[config.mk]
export PLATFORM = sky130hd
export DESIGN_NAME = two_queue_block_cache_tags_unit
export DESIGN_NICKNAME = d
export VERILOG_FILES = /design/src/sv/qbc_pkg.sv /design/src/sv/two_queue_block_cache_tags_unit.sv /design/src/sv/qbc_ram.sv /design/src/sv/qbc_list.sv
export SDC_FILE = /design/constraint.sdc
export NUM_CORES = 2
export LEC_CHECK = 0
export BUFFER_PORTS_ARGS = -buffer_cell sky130_fd_sc_hd__buf_4
export CAP_MARGIN = 20
export CORE_MARGIN = 5
export CORE_UTILIZATION = 45
export DETAILED_ROUTE_END_ITERATION = 7
export PLACE_DENSITY = 0.66
export SLEW_MARGIN = 5
export SYNTH_ARGS = -nofsm -noshare
export SYNTH_HDL_FRONTEND = slang
export SYNTH_HIERARCHICAL = 1
export SYNTH_SLANG_ARGS = --single-unit
[constraint.sdc]
create_clock -name clk -period 6.9 [get_ports clk]
set_clock_uncertainty 0.2 [all_clocks]
set_input_delay 0 -clock clk [delete_from_list [all_inputs] [get_ports clk]]
set_output_delay 0 -clock clk [all_outputs]
set_load 0.01 [all_outputs]
[src/sv/qbc_pkg.sv]
// Shared constants, codes and types of the block cache tag unit.
// Used by the top level, the list and the checker; depends on nothing.
package qbc_pkg;

    localparam int NUM_ENTRIES = 32;
    localparam int SLOT_W      = $clog2(NUM_ENTRIES);
    localparam int RANK_W      = SLOT_W;
    localparam int FILE_W      = 16;
    localparam int BLOCK_W     = 24;
    localparam int HITS_W      = 4;
    localparam int CMD_W       = 2;
    localparam int KIND_W      = 2;
    localparam int OUT_SLOT_W  = 5;

    localparam logic [HITS_W-1:0] PROMOTE_HITS = 4'd2;

    // Request commands.
    localparam logic [CMD_W-1:0] CMD_READ  = 2'd0;
    localparam logic [CMD_W-1:0] CMD_WRITE = 2'd1;
    localparam logic [CMD_W-1:0] CMD_SYNC  = 2'd2;
    localparam logic [CMD_W-1:0] CMD_FLUSH = 2'd3;

    // Result kinds.
    localparam logic [KIND_W-1:0] KIND_HIT   = 2'd0;
    localparam logic [KIND_W-1:0] KIND_FETCH = 2'd1;
    localparam logic [KIND_W-1:0] KIND_WB    = 2'd2;
    localparam logic [KIND_W-1:0] KIND_DONE  = 2'd3;

    // List update operations.
    localparam logic [1:0] LOP_NONE   = 2'd0;
    localparam logic [1:0] LOP_MOVE   = 2'd1;
    localparam logic [1:0] LOP_INSERT = 2'd2;
    localparam logic [1:0] LOP_CLEAR  = 2'd3;

    typedef struct packed {
        logic [1:0]        op;
        logic [SLOT_W-1:0] slot;
        logic              to_hot;
    } list_cmd_t;

    // One memory word per slot.
    typedef struct packed {
        logic [FILE_W-1:0]  file;
        logic [BLOCK_W-1:0] block;
        logic               dirty;
        logic [HITS_W-1:0]  hits;
    } entry_t;

    localparam int ENTRY_W = $bits(entry_t);

endpackage

[src/sv/two_queue_block_cache_tags_unit.sv]
// A hit or a fetch waits on the slot-by-slot tag scan through the one read port of the
// tag memory. A flush or sync does one memory read per cached slot, in list order.
// Throughput: one request at a time; the next request is taken once this one is done.
// Reset: rst_n is asynchronous and clears all valid and list bits at once; no memory pass.
module two_queue_block_cache_tags_unit (
    input  logic                              clk,
    input  logic                              rst_n,
    input  logic                              in_valid,
    output logic                              in_ready,
    input  logic [qbc_pkg::CMD_W-1:0]         cmd,
    input  logic [qbc_pkg::FILE_W-1:0]        file_id,
    input  logic [qbc_pkg::BLOCK_W-1:0]       block_offset,
    output logic                              out_valid,
    input  logic                              out_ready,
    output logic [qbc_pkg::KIND_W-1:0]        kind,
    output logic [qbc_pkg::FILE_W-1:0]        out_file_id,
    output logic [qbc_pkg::BLOCK_W-1:0]       out_block_offset,
    output logic [qbc_pkg::OUT_SLOT_W-1:0]    slot,
    output logic                              last
);
    import qbc_pkg::*;

    localparam logic [3:0] S_IDLE    = 4'd0;
    localparam logic [3:0] S_SCAN    = 4'd1;
    localparam logic [3:0] S_HIT     = 4'd2;
    localparam logic [3:0] S_MISS    = 4'd3;
    localparam logic [3:0] S_FETCH   = 4'd4;
    localparam logic [3:0] S_FL_FIND = 4'd5;
    localparam logic [3:0] S_FL_READ = 4'd6;
    localparam logic [3:0] S_FL_END  = 4'd7;
    localparam logic [3:0] S_DONE    = 4'd8;

    logic [3:0]        state_reg, state_next;
    logic [CMD_W-1:0]  cmd_reg, cmd_next;
    logic [FILE_W-1:0] file_reg, file_next;
    logic [BLOCK_W-1:0] block_reg, block_next;
    logic [SLOT_W-1:0] scan_addr_reg, scan_addr_next;
    logic              cmp_vld_reg, cmp_vld_next;
    logic [SLOT_W-1:0] cmp_slot_reg, cmp_slot_next;
    logic [SLOT_W-1:0] hit_slot_reg, hit_slot_next;
    entry_t            hit_entry_reg, hit_entry_next;
    logic              fl_hot_reg, fl_hot_next;
    logic [RANK_W-1:0] fl_rank_reg, fl_rank_next;
    logic [SLOT_W-1:0] fl_slot_reg, fl_slot_next;
    logic              fl_fetch_reg, fl_fetch_next;

    logic                  out_valid_reg, out_valid_next;
    logic [KIND_W-1:0]     kind_reg, kind_next;
    logic [FILE_W-1:0]     ofile_reg, ofile_next;
    logic [BLOCK_W-1:0]    oblock_reg, oblock_next;
    logic [OUT_SLOT_W-1:0] oslot_reg, oslot_next;
    logic                  olast_reg, olast_next;

    logic              ram_we, ram_re;
    logic [SLOT_W-1:0] ram_waddr, ram_raddr;
    entry_t            ram_wdata, ram_rdata;

    list_cmd_t              lcmd;
    logic                   q_found, full;
    logic [SLOT_W-1:0]      q_slot, free_slot;
    logic [NUM_ENTRIES-1:0] valid_vec, hot_vec;

    logic              out_free;
    logic              tag_match;
    logic              hit_is_hot, promote;
    logic [HITS_W-1:0] new_hits;

    qbc_ram #(
        .WIDTH (ENTRY_W),
        .DEPTH (NUM_ENTRIES)
    ) u_tag_ram (
        .clk   (clk),
        .we    (ram_we),
        .waddr (ram_waddr),
        .wdata (ram_wdata),
        .re    (ram_re),
        .raddr (ram_raddr),
        .rdata (ram_rdata)
    );

    qbc_list u_list (
        .clk       (clk),
        .rst_n     (rst_n),
        .lcmd      (lcmd),
        .q_hot     (fl_hot_reg),
        .q_rank    (fl_rank_reg),
        .q_found   (q_found),
        .q_slot    (q_slot),
        .free_slot (free_slot),
        .full      (full),
        .valid_vec (valid_vec),
        .hot_vec   (hot_vec)
    );

    assign out_free  = !out_valid_reg || out_ready;
    assign in_ready  = (state_reg == S_IDLE);
    assign tag_match = cmp_vld_reg && valid_vec[cmp_slot_reg]
                       && ram_rdata.file == file_reg && ram_rdata.block == block_reg;

    // Hit bookkeeping for the slot found by the scan.
    assign hit_is_hot = hot_vec[hit_slot_reg];
    assign new_hits   = hit_entry_reg.hits + 1'b1;
    assign promote    = !hit_is_hot && new_hits == PROMOTE_HITS;

    // Request sequencer.
    always_comb
    begin
        state_next     = state_reg;
        cmd_next       = cmd_reg;
        file_next      = file_reg;
        block_next     = block_reg;
        scan_addr_next = scan_addr_reg;
        cmp_vld_next   = 1'b0;
        cmp_slot_next  = cmp_slot_reg;
        hit_slot_next  = hit_slot_reg;
        hit_entry_next = hit_entry_reg;
        fl_hot_next    = fl_hot_reg;
        fl_rank_next   = fl_rank_reg;
        fl_slot_next   = fl_slot_reg;
        fl_fetch_next  = fl_fetch_reg;
        out_valid_next = out_valid_reg && !out_ready;
        kind_next      = kind_reg;
        ofile_next     = ofile_reg;
        oblock_next    = oblock_reg;
        oslot_next     = oslot_reg;
        olast_next     = olast_reg;
        ram_we         = 1'b0;
        ram_waddr      = hit_slot_reg;
        ram_wdata      = '0;
        ram_re         = 1'b0;
        ram_raddr      = scan_addr_reg;
        lcmd           = '0;

        case (state_reg)
            S_IDLE:
            begin
                if (in_valid)
                begin
                    cmd_next       = cmd;
                    file_next      = file_id;
                    block_next     = block_offset;
                    scan_addr_next = '0;
                    fl_hot_next    = 1'b0;
                    fl_rank_next   = '0;
                    fl_fetch_next  = 1'b0;
                    if (cmd == CMD_SYNC || cmd == CMD_FLUSH)
                    begin
                        state_next = S_FL_FIND;
                    end
                    else
                    begin
                        state_next = S_SCAN;
                    end
                end
            end
            S_SCAN:
            begin
                // Read one slot per cycle, compare the previous one.
                ram_re         = 1'b1;
                ram_raddr      = scan_addr_reg;
                scan_addr_next = scan_addr_reg + 1'b1;
                cmp_vld_next   = 1'b1;
                cmp_slot_next  = scan_addr_reg;
                if (tag_match)
                begin
                    hit_slot_next  = cmp_slot_reg;
                    hit_entry_next = ram_rdata;
                    state_next     = S_HIT;
                end
                else if (cmp_vld_reg && cmp_slot_reg == SLOT_W'(NUM_ENTRIES - 1))
                begin
                    state_next = S_MISS;
                end
            end
            S_HIT:
            begin
                if (out_free)
                begin
                    ram_we          = 1'b1;
                    ram_waddr       = hit_slot_reg;
                    ram_wdata.file  = file_reg;
                    ram_wdata.block = block_reg;
                    ram_wdata.dirty = hit_entry_reg.dirty || cmd_reg == CMD_WRITE;
                    ram_wdata.hits  = hit_is_hot ? hit_entry_reg.hits : new_hits;
                    lcmd.op         = LOP_MOVE;
                    lcmd.slot       = hit_slot_reg;
                    lcmd.to_hot     = hit_is_hot || promote;
                    out_valid_next  = 1'b1;
                    kind_next       = KIND_HIT;
                    ofile_next      = file_reg;
                    oblock_next     = block_reg;
                    oslot_next      = OUT_SLOT_W'(hit_slot_reg);
                    olast_next      = 1'b1;
                    state_next      = S_IDLE;
                end
            end
            S_MISS:
            begin
                if (full)
                begin
                    fl_fetch_next = 1'b1;
                    state_next    = S_FL_FIND;
                end
                else
                begin
                    state_next = S_FETCH;
                end
            end
            S_FETCH:
            begin
                if (out_free)
                begin
                    ram_we          = 1'b1;
                    ram_waddr       = free_slot;
                    ram_wdata.file  = file_reg;
                    ram_wdata.block = block_reg;
                    ram_wdata.dirty = (cmd_reg == CMD_WRITE);
                    ram_wdata.hits  = '0;
                    lcmd.op         = LOP_INSERT;
                    lcmd.slot       = free_slot;
                    out_valid_next  = 1'b1;
                    kind_next       = KIND_FETCH;
                    ofile_next      = file_reg;
                    oblock_next     = block_reg;
                    oslot_next      = OUT_SLOT_W'(free_slot);
                    olast_next      = 1'b1;
                    state_next      = S_IDLE;
                end
            end
            S_FL_FIND:
            begin
                // Look up the slot at the current list position.
                if (q_found)
                begin
                    ram_re       = 1'b1;
                    ram_raddr    = q_slot;
                    fl_slot_next = q_slot;
                    state_next   = S_FL_READ;
                end
                else if (!fl_hot_reg)
                begin
                    fl_hot_next  = 1'b1;
                    fl_rank_next = '0;
                end
                else
                begin
                    state_next = S_FL_END;
                end
            end
            S_FL_READ:
            begin
                if (!ram_rdata.dirty || out_free)
                begin
                    if (ram_rdata.dirty)
                    begin
                        out_valid_next = 1'b1;
                        kind_next      = KIND_WB;
                        ofile_next     = ram_rdata.file;
                        oblock_next    = ram_rdata.block;
                        oslot_next     = OUT_SLOT_W'(fl_slot_reg);
                        olast_next     = 1'b0;
                    end
                    // Step to the next list position.
                    if (fl_rank_reg == RANK_W'(NUM_ENTRIES - 1))
                    begin
                        fl_rank_next = '0;
                        if (fl_hot_reg)
                        begin
                            state_next = S_FL_END;
                        end
                        else
                        begin
                            fl_hot_next = 1'b1;
                            state_next  = S_FL_FIND;
                        end
                    end
                    else
                    begin
                        fl_rank_next = fl_rank_reg + 1'b1;
                        state_next   = S_FL_FIND;
                    end
                end
            end
            S_FL_END:
            begin
                if (fl_fetch_reg || cmd_reg == CMD_FLUSH)
                begin
                    lcmd.op = LOP_CLEAR;
                end
                state_next = fl_fetch_reg ? S_FETCH : S_DONE;
            end
            S_DONE:
            begin
                if (out_free)
                begin
                    out_valid_next = 1'b1;
                    kind_next      = KIND_DONE;
                    ofile_next     = '0;
                    oblock_next    = '0;
                    oslot_next     = '0;
                    olast_next     = 1'b1;
                    state_next     = S_IDLE;
                end
            end
            default:
            begin
                state_next = S_IDLE;
            end
        endcase
    end

    // Control registers.
    always_ff @(posedge clk or negedge rst_n)
    begin
        if (!rst_n)
        begin
            state_reg     <= S_IDLE;
            out_valid_reg <= 1'b0;
            cmp_vld_reg   <= 1'b0;
        end
        else
        begin
            state_reg     <= state_next;
            out_valid_reg <= out_valid_next;
            cmp_vld_reg   <= cmp_vld_next;
        end
    end

    // Payload and working registers.
    always_ff @(posedge clk)
    begin
        cmd_reg       <= cmd_next;
        file_reg      <= file_next;
        block_reg     <= block_next;
        scan_addr_reg <= scan_addr_next;
        cmp_slot_reg  <= cmp_slot_next;
        hit_slot_reg  <= hit_slot_next;
        hit_entry_reg <= hit_entry_next;
        fl_hot_reg    <= fl_hot_next;
        fl_rank_reg   <= fl_rank_next;
        fl_slot_reg   <= fl_slot_next;
        fl_fetch_reg  <= fl_fetch_next;
        kind_reg      <= kind_next;
        ofile_reg     <= ofile_next;
        oblock_reg    <= oblock_next;
        oslot_reg     <= oslot_next;
        olast_reg     <= olast_next;
    end

    assign out_valid        = out_valid_reg;
    assign kind             = kind_reg;
    assign out_file_id      = ofile_reg;
    assign out_block_offset = oblock_reg;
    assign slot             = oslot_reg;
    assign last             = olast_reg;

endmodule

[src/sv/qbc_ram.sv]
// Generic single-port-write, single-port-read RAM with registered read data.
// Stand-alone; no package needed.
module qbc_ram #(
    parameter int WIDTH = 8,
    parameter int DEPTH = 32
) (
    input  logic                     clk,
    input  logic                     we,
    input  logic [$clog2(DEPTH)-1:0] waddr,
    input  logic [WIDTH-1:0]         wdata,
    input  logic                     re,
    input  logic [$clog2(DEPTH)-1:0] raddr,
    output logic [WIDTH-1:0]         rdata
);

    logic [WIDTH-1:0] mem [DEPTH];
    logic [WIDTH-1:0] rdata_reg;

    // Write port.
    always_ff @(posedge clk)
    begin
        if (we)
        begin
            mem[waddr] <= wdata;
        end
    end

    // Read port; data holds while no read is issued.
    always_ff @(posedge clk)
    begin
        if (re)
        begin
            rdata_reg <= mem[raddr];
        end
    end

    assign rdata = rdata_reg;

endmodule

[src/sv/qbc_list.sv]
// Valid, list membership and rank of every slot, with the list updates.
// Depends on qbc_pkg.
module qbc_list (
    input  logic                          clk,
    input  logic                          rst_n,
    input  qbc_pkg::list_cmd_t            lcmd,
    input  logic                          q_hot,
    input  logic [qbc_pkg::RANK_W-1:0]    q_rank,
    output logic                          q_found,
    output logic [qbc_pkg::SLOT_W-1:0]    q_slot,
    output logic [qbc_pkg::SLOT_W-1:0]    free_slot,
    output logic                          full,
    output logic [qbc_pkg::NUM_ENTRIES-1:0] valid_vec,
    output logic [qbc_pkg::NUM_ENTRIES-1:0] hot_vec
);
    import qbc_pkg::*;

    logic [NUM_ENTRIES-1:0] valid_reg, valid_next;
    logic [NUM_ENTRIES-1:0] hot_reg, hot_next;
    logic [RANK_W-1:0]      rank_reg [NUM_ENTRIES];
    logic [RANK_W-1:0]      rank_next [NUM_ENTRIES];

    // Next state of all slots for the requested list operation.
    always_comb
    begin
        logic              from_hot;
        logic [RANK_W-1:0] old_rank;
        from_hot   = hot_reg[lcmd.slot];
        old_rank   = rank_reg[lcmd.slot];
        valid_next = valid_reg;
        hot_next   = hot_reg;
        for (int t = 0; t < NUM_ENTRIES; t++)
        begin
            rank_next[t] = rank_reg[t];
            case (lcmd.op)
                LOP_MOVE:
                begin
                    if (SLOT_W'(t) == lcmd.slot)
                    begin
                        hot_next[t]  = lcmd.to_hot;
                        rank_next[t] = '0;
                    end
                    else if (valid_reg[t])
                    begin
                        if (hot_reg[t] == from_hot && rank_reg[t] > old_rank
                            && hot_reg[t] != lcmd.to_hot)
                        begin
                            rank_next[t] = rank_reg[t] - 1'b1;
                        end
                        else if (hot_reg[t] == lcmd.to_hot
                            && !(hot_reg[t] == from_hot && rank_reg[t] > old_rank))
                        begin
                            rank_next[t] = rank_reg[t] + 1'b1;
                        end
                    end
                end
                LOP_INSERT:
                begin
                    if (SLOT_W'(t) == lcmd.slot)
                    begin
                        valid_next[t] = 1'b1;
                        hot_next[t]   = 1'b0;
                        rank_next[t]  = '0;
                    end
                    else if (valid_reg[t] && !hot_reg[t])
                    begin
                        rank_next[t] = rank_reg[t] + 1'b1;
                    end
                end
                LOP_CLEAR:
                begin
                    valid_next[t] = 1'b0;
                end
                default:
                begin
                end
            endcase
        end
    end

    // Control bits, cleared by reset.
    always_ff @(posedge clk or negedge rst_n)
    begin
        if (!rst_n)
        begin
            valid_reg <= '0;
            hot_reg   <= '0;
        end
        else
        begin
            valid_reg <= valid_next;
            hot_reg   <= hot_next;
        end
    end

    // Ranks are only read for valid slots.
    always_ff @(posedge clk)
    begin
        rank_reg <= rank_next;
    end

    // Slot at a given list position and lowest free slot.
    always_comb
    begin
        q_found   = 1'b0;
        q_slot    = '0;
        free_slot = '0;
        for (int t = NUM_ENTRIES - 1; t >= 0; t--)
        begin
            if (valid_reg[t] && hot_reg[t] == q_hot && rank_reg[t] == q_rank)
            begin
                q_found = 1'b1;
                q_slot  = SLOT_W'(t);
            end
            if (!valid_reg[t])
            begin
                free_slot = SLOT_W'(t);
            end
        end
    end

    assign full      = &valid_reg;
    assign valid_vec = valid_reg;
    assign hot_vec   = hot_reg;

endmodule

=== Word level (Yosys, flattened, before mapping) ===
Memory sizes are Yosys's and may differ from the RTL's. A register that Yosys moved wholly into a read port is not among the register bits.
Index checks and enable logic that the tools add are counted.
W data, S select, Z words.

* Register bits: 352
* Bits in latches: 0
* RAM bits: 1440
* Memory bits (read-only): 0
* Input port bits: 46
* Output and inout bits: 50
* Word-level logic and storage cells: 1565
* Memories: 1

{| class="wikitable"
|+ Memories
! memory !! words !! bits a word !! rd ports !! clocked after memory_dff !! wr ports !! line !! text
|-
| u_tag_ram.mem || 32 || 45 || 1 || 1 || 1 || qbc_ram.sv:16 || <nowiki>logic [WIDTH-1:0] mem [DEPTH];</nowiki>
|}

* $add $sub $neg: 67
* $mul: 0
* Div/mod/pow operators: 0
* $lt $le $gt $ge: 36
* Eq/ne operators: 385
* Shift operators: 0
* Muxes and demuxes: 567
* Bitwise gates (word level): 1
* Reductions and logical operators: 392

{| class="wikitable"
|+ Operators by type and width
! operator !! number
|-
| $mux W5 || 272
|-
| $pmux W5 S2 || 34
|-
| $logic_and A1 B1 Y1 || 198
|-
| $ne A3 B1 Y1 const B || 64
|-
| $add A5 B1 Y5 const B || 34
|-
| $eq A5 B5 Y1 || 32
|-
| $gt A5 B5 Y1 || 32
|-
| $sub A5 B1 Y5 const B || 32
|-
| $mux W1 || 150
|-
| $pmux W1 S2 || 68
|-
| $ne A2 B1 Y1 const B || 67
|-
| $reduce_and A4 Y1 || 33
|-
| $ne A4 B1 Y1 const B || 32
|-
| $reduce_and A3 Y1 || 33
|-
| $eq A1 B1 Y1 || 96
|-
| $mux W24 || 4
|-
| $mux W45 || 2
|-
| $pmux W45 S2 || 1
|-
| $eq A5 B5 Y1 const A || 16
|-
| $pmux W24 S3 || 1
|-
| $reduce_and A2 Y1 || 36
|-
| $logic_not A1 Y1 || 68
|-
| $mux W16 || 4
|-
| $pmux W16 S3 || 1
|-
| other kinds (43) || 138
|}

=== Depth between registers and ports, before layout ===
* Depth in word-level cells: 47
* Mapped depth: 28
* Depth with buffers taken out: 24

=== Modules after synthesis ===
Netlist, hierarchy kept.

{| class="wikitable"
|+ Modules (own cells, without submodules)
! module !! instances !! cells each !! area an instance (sq um)
|-
| qbc_ram || 1 || 3157 || 57310.0
|-
| qbc_list || 1 || 2721 || 26004.9
|-
| two_queue_block_cache_tags_unit || 1 || 543 || 6645.1
|}

=== Worst setup path after synthesis ===
No wires, ideal clock.

* Path kind: register to register
* From: register u_list.valid_reg[11] (netlist: u_list/valid_vec[11])
* To: register u_list/rank_reg[44] (netlist name), data pin
* Library setup time: 0.270 ns
* Data arrival time: 7.106 ns
* Data required time: 6.430 ns
* Slack: -0.676 ns
* Stages on the path, launching flop included: 21
* Period minus slack after synthesis: 7.576 ns
* Path through: dfrtp_1 inv_1 o21ai_0 a2111oi_0 nor2b_1 a211oi_1 a22o_1 buf_6 clkbuf_1 buf_2 mux4_2 mux4_2 mux2i_1 ha_1 nand4_1 mux2i_1 a211oi_1 nand4_4 a2111oi_4 o21ai_0 nor3b_2

{| class="wikitable"
|+ RTL lines
! what !! line !! text
|-
| start: declaration || qbc_list.sv:18 || <nowiki>logic [NUM_ENTRIES-1:0] valid_reg, valid_next;</nowiki>
|-
| start signal: assignment || qbc_list.sv:91 || <nowiki>valid_reg <= valid_next;</nowiki>
|-
| end signal: assignment || qbc_list.sv:99 || <nowiki>rank_reg <= rank_next;</nowiki>
|-
| end: declaration || qbc_list.sv:20 || <nowiki>logic [RANK_W-1:0] rank_reg [NUM_ENTRIES];</nowiki>
|}

==> metrics.csv <==
stage,metric,value,unit
grt,grtUsageTotal,24.6,%
synthesis,synth_xor_area_share,3.02,%
setup_path,startpoint_type,flop,
detailed_routing,drtIter0Drc,6854,
power,p_leak,36.3,nW
detailed_routing,final_antenna_net_count,0,
synthesis,syn_nets,6701,
power,total_power,40.7,mW
finish,drive_gt1_share,14.3,%
synthesis,yosys_warnings,6,
timing,period_minus_slack,6.58,ns
synthesis,syn_area,90000,um2
clock_tree,clkTransAtPathRegs,0.06,ns
flow_run,maxCapViolations,0,
placed_design,place_area,95700,um2
setup_path,worstSetupPathType,flop to flop,
synthesis,synthTopCellsByArea,"edfxtp_1, mux2i_1, ha_1",
timing,maxSlewHeadroom,16.1,%
synthesis,synth_top_area_cell,edfxtp_1,
detailed_routing,post_drt_via_cell_ratio,6.13,
grt,grt_max_degree,78,
synthesis,yosys.area_share.simple,9.44,%
placed_design,portBuffers,95,
clock_tree,clock_sinks,1837,
detailed_routing,vias,58700,
run_status,status,finished clean,
finish,nNetsFinal,7046,
grt,antenna_found_initial,2,
finish,area_growth_syn_to_layout,14.0,%
grt,grt_pass1_wl,386000,um
clock_tree,cts_root_buffer,clkbuf_16,
timing,setup_viol,0,
clock_tree,cts_made_buffers,188,
detailed_routing,routed_wl,266000,um
synthesis,synth_top_family_by_area,multiplexers,
die,die-area,209000,um2
synthesis,synth_compound_area_share,9.98,%
hold_path,hp-class,input port to flop,
clock_tree,clk_latency,0.84,ns
timing,layout_worst_path_cycle_share,95.4,%
timing,slew_violations,0,
detailed_routing,drt-wirelength-per-cell,27.8,um
synthesis,ys.flop_type,edfxtp_1,
setup_path,cp.arrival,6.89,ns
die,fp-row-count,164,
die,io_pins,96,
synthesis,yosys.area_share.adder,3.25,%
synthesis,synthTopCellsByCount,"edfxtp_1, mux2i_1, nand2_1",
setup_path,worst-path-max-fanout,22,
clock_tree,htreeDepth,4,
synthesis,synth.distinct_cells,87,
timing,grt_setup_unrepaired,false,
synthesis,synthCells,6421,
finish,layout.area.seq,54800,um2
synthesis,synth_top_cell_area_share,59.0,%
setup_path,crit_required,7.21,ns
die,die_y,457,um
placed_design,gp_congestion,0.951,
synthesis,yosysSeqAreaShare,60.9,%
synthesis,postSynthAreaPerCell,14.0,um2
synthesis,muxShareOfSynthArea,10.6,%
die,die_w,457,um
timing,finalSetupTns,0,ns
die,coreArea,199000,um2
setup_path,worstSetupEndpointType,flop,
power,powerDensity,397,nW/um2
synthesis,async_reset_ff_share,3.81,%
clock_tree,clk_path_buf_depth,3,
finish,fill_cells,16400,
detailed_routing,drc_errors,0,
finish,fin_area,103000,um2
timing,worst_slew_pin_slew,1.26,ns
timing,fmax,0.152,GHz
synthesis,yosysMostFrequentCell,edfxtp_1,
finish,multiInputGateArea,33100,um2
grt,grt_pass1_vias,57200,
synthesis,synth_edf_count,1767,
finish,largest_reg_flops,1440,
synthesis,synth_seq_cells,1837,
placed_design,dpl.hpwl,158000,um
clock_tree,tritoncts,yes,
timing,finalHoldViolCount,0,
power,max-vdd-ir-drop,327,uV
detailed_routing,first_pass_iters,6,
die,start_util,45.2,%
grt,grt_overflow,0,
==> layout make-up <==
class,count,area share (%)
clock buffers,249,4.92
inverters,172,0.629
clock inverters,94,0.863
well taps,2656,3.24
flip-flops and latches,1837,53.4
repair buffers,488,4.60
multi-input cells,4079,32.3
diodes,2,0.00488
==> power by group <==
group          internal, mW  switching, mW  leakage, nW
clock network          5.51           4.37         2.88
logic                  6.28           10.1         16.3
registers              13.8          0.642         17.2
total                  25.6           15.1         36.3
==> timing repair <==
action,in CTS,in global routing
buffers inserted,0,0
hold buffers,90,0
pin swaps,0,1
gates cloned,0,1
endpoints found under the setup margin,39,90
endpoints found under the hold margin,185,0
resized for setup,1,3
==> worst paths after layout <==
path                                 startpoint              endpoint  cells past startpoint  slack (ns)
max in group asynchronous                 rst_n  u_list/valid_vec[10]                      5        4.52
setup / recovery           u_list/valid_vec[26]   u_list/rank_reg[18]                     23        0.32
setup reg to reg           u_list/valid_vec[26]   u_list/rank_reg[18]                     23        0.32
hold reg to reg              u_tag_ram/rdata[3]      hit_entry_reg[3]                      0        0.23
hold / removal                           cmd[1]          state_reg[2]                      7        0.10
min in group asynchronous                 rst_n    u_list/hot_vec[20]                      4        0.57
==> placed cells by master, fill, tap and decap left out, drive strengths merged, types with 59 or more instances in the layout <==
| cell | netlist | final |
|---|---|---|
| xnor2 | 193 | 193 |
| xor2 | 117 | 117 |
| dlygate4sd3 | 0 | 90 |
| nor3 | 210 | 210 |
| clkinv | 0 | 76 |
| nand4 | 93 | 93 |
| o21ai | 204 | 204 |
| mux4 | 59 | 59 |
| buf | 178 | 397 |
| inv | 172 | 178 |
| dfrtp | 70 | 70 |
| nor3b | 64 | 64 |
| a211oi | 67 | 67 |
| nand3 | 259 | 259 |
| ha | 234 | 234 |
| a2111oi | 62 | 62 |
| nand2 | 379 | 379 |
| edfxtp | 1767 | 1767 |
| nor2b | 123 | 123 |
| a22o | 134 | 135 |
| a22oi | 144 | 144 |
| mux2i | 802 | 802 |
| clkbuf | 156 | 250 |
| nor2 | 209 | 209 |
| a21oi | 255 | 255 |
| o211ai | 62 | 62 |
==> through the flow <==
stage | setup slack [ns] | hold WS, ns | cells | util [%]
2_1_floorplan | 0.238 | -0.496 | 6421 | -
3_3_place_gp | 0.0908 | -0.355 | 9138 | 48.0
3_5_place_dp | -0.0591 | -0.355 | 9139 | 48.0
4_1_cts | 0.105 | 0.0278 | 9572 | 51.5
5_1_grt | 0.00938 | 0.119 | 9575 | 51.5
6_report | 0.317 | 0.101 | 9577 | 51.5
==> logic make-up (layout without fill, tap and decap cells) <==
kind of cell / Yosys count / in the layout
AO/OA/AOI/OAI: 1128 / 1129
AND/OR/NAND/NOR: 1532 / 1532
buffers and inverters: 506 / 1003
other: 0 / 2
XOR/XNOR: 310 / 310
adder cells (fa/ha/maj): 234 / 234
multiplexers: 874 / 874
flip-flops: 1837 / 1837
==> critical path, stage by stage, from the launching register on <==
cell	delay [ns]
dfrtp_1	0.43
nand2_1	0.13
a31oi_1	0.06
o211ai_1	0.20
a311oi_1	0.13
o311ai_1	0.40
a311oi_1	0.16
o21ai_1	0.32
a22o_4	0.38
buf_4	0.36
mux4_2	0.37
mux4_2	0.58
mux2i_4	0.22
buf_12	0.15
buf_4	0.28
ha_1	0.20
nor2b_1	0.17
o211ai_1	0.12
a211oi_1	0.24
buf_4	0.19
nand4_4	0.15
a2111oi_4	0.45
o21ai_0	0.12
nor3b_2	0.18
==> layer usage <==
metal | GRT usage [%] | routed length (um) | up-vias
li1 | - | - | 25700
met1 | 32.5 | 106000 | 29600
met2 | 40.6 | 127000 | 2790
met3 | 3.89 | 20500 | 627
met4 | 10.4 | 12400 | 0
met5 | 0 | 0 | -
Note: power is estimated with default switching activity, not from simulation.
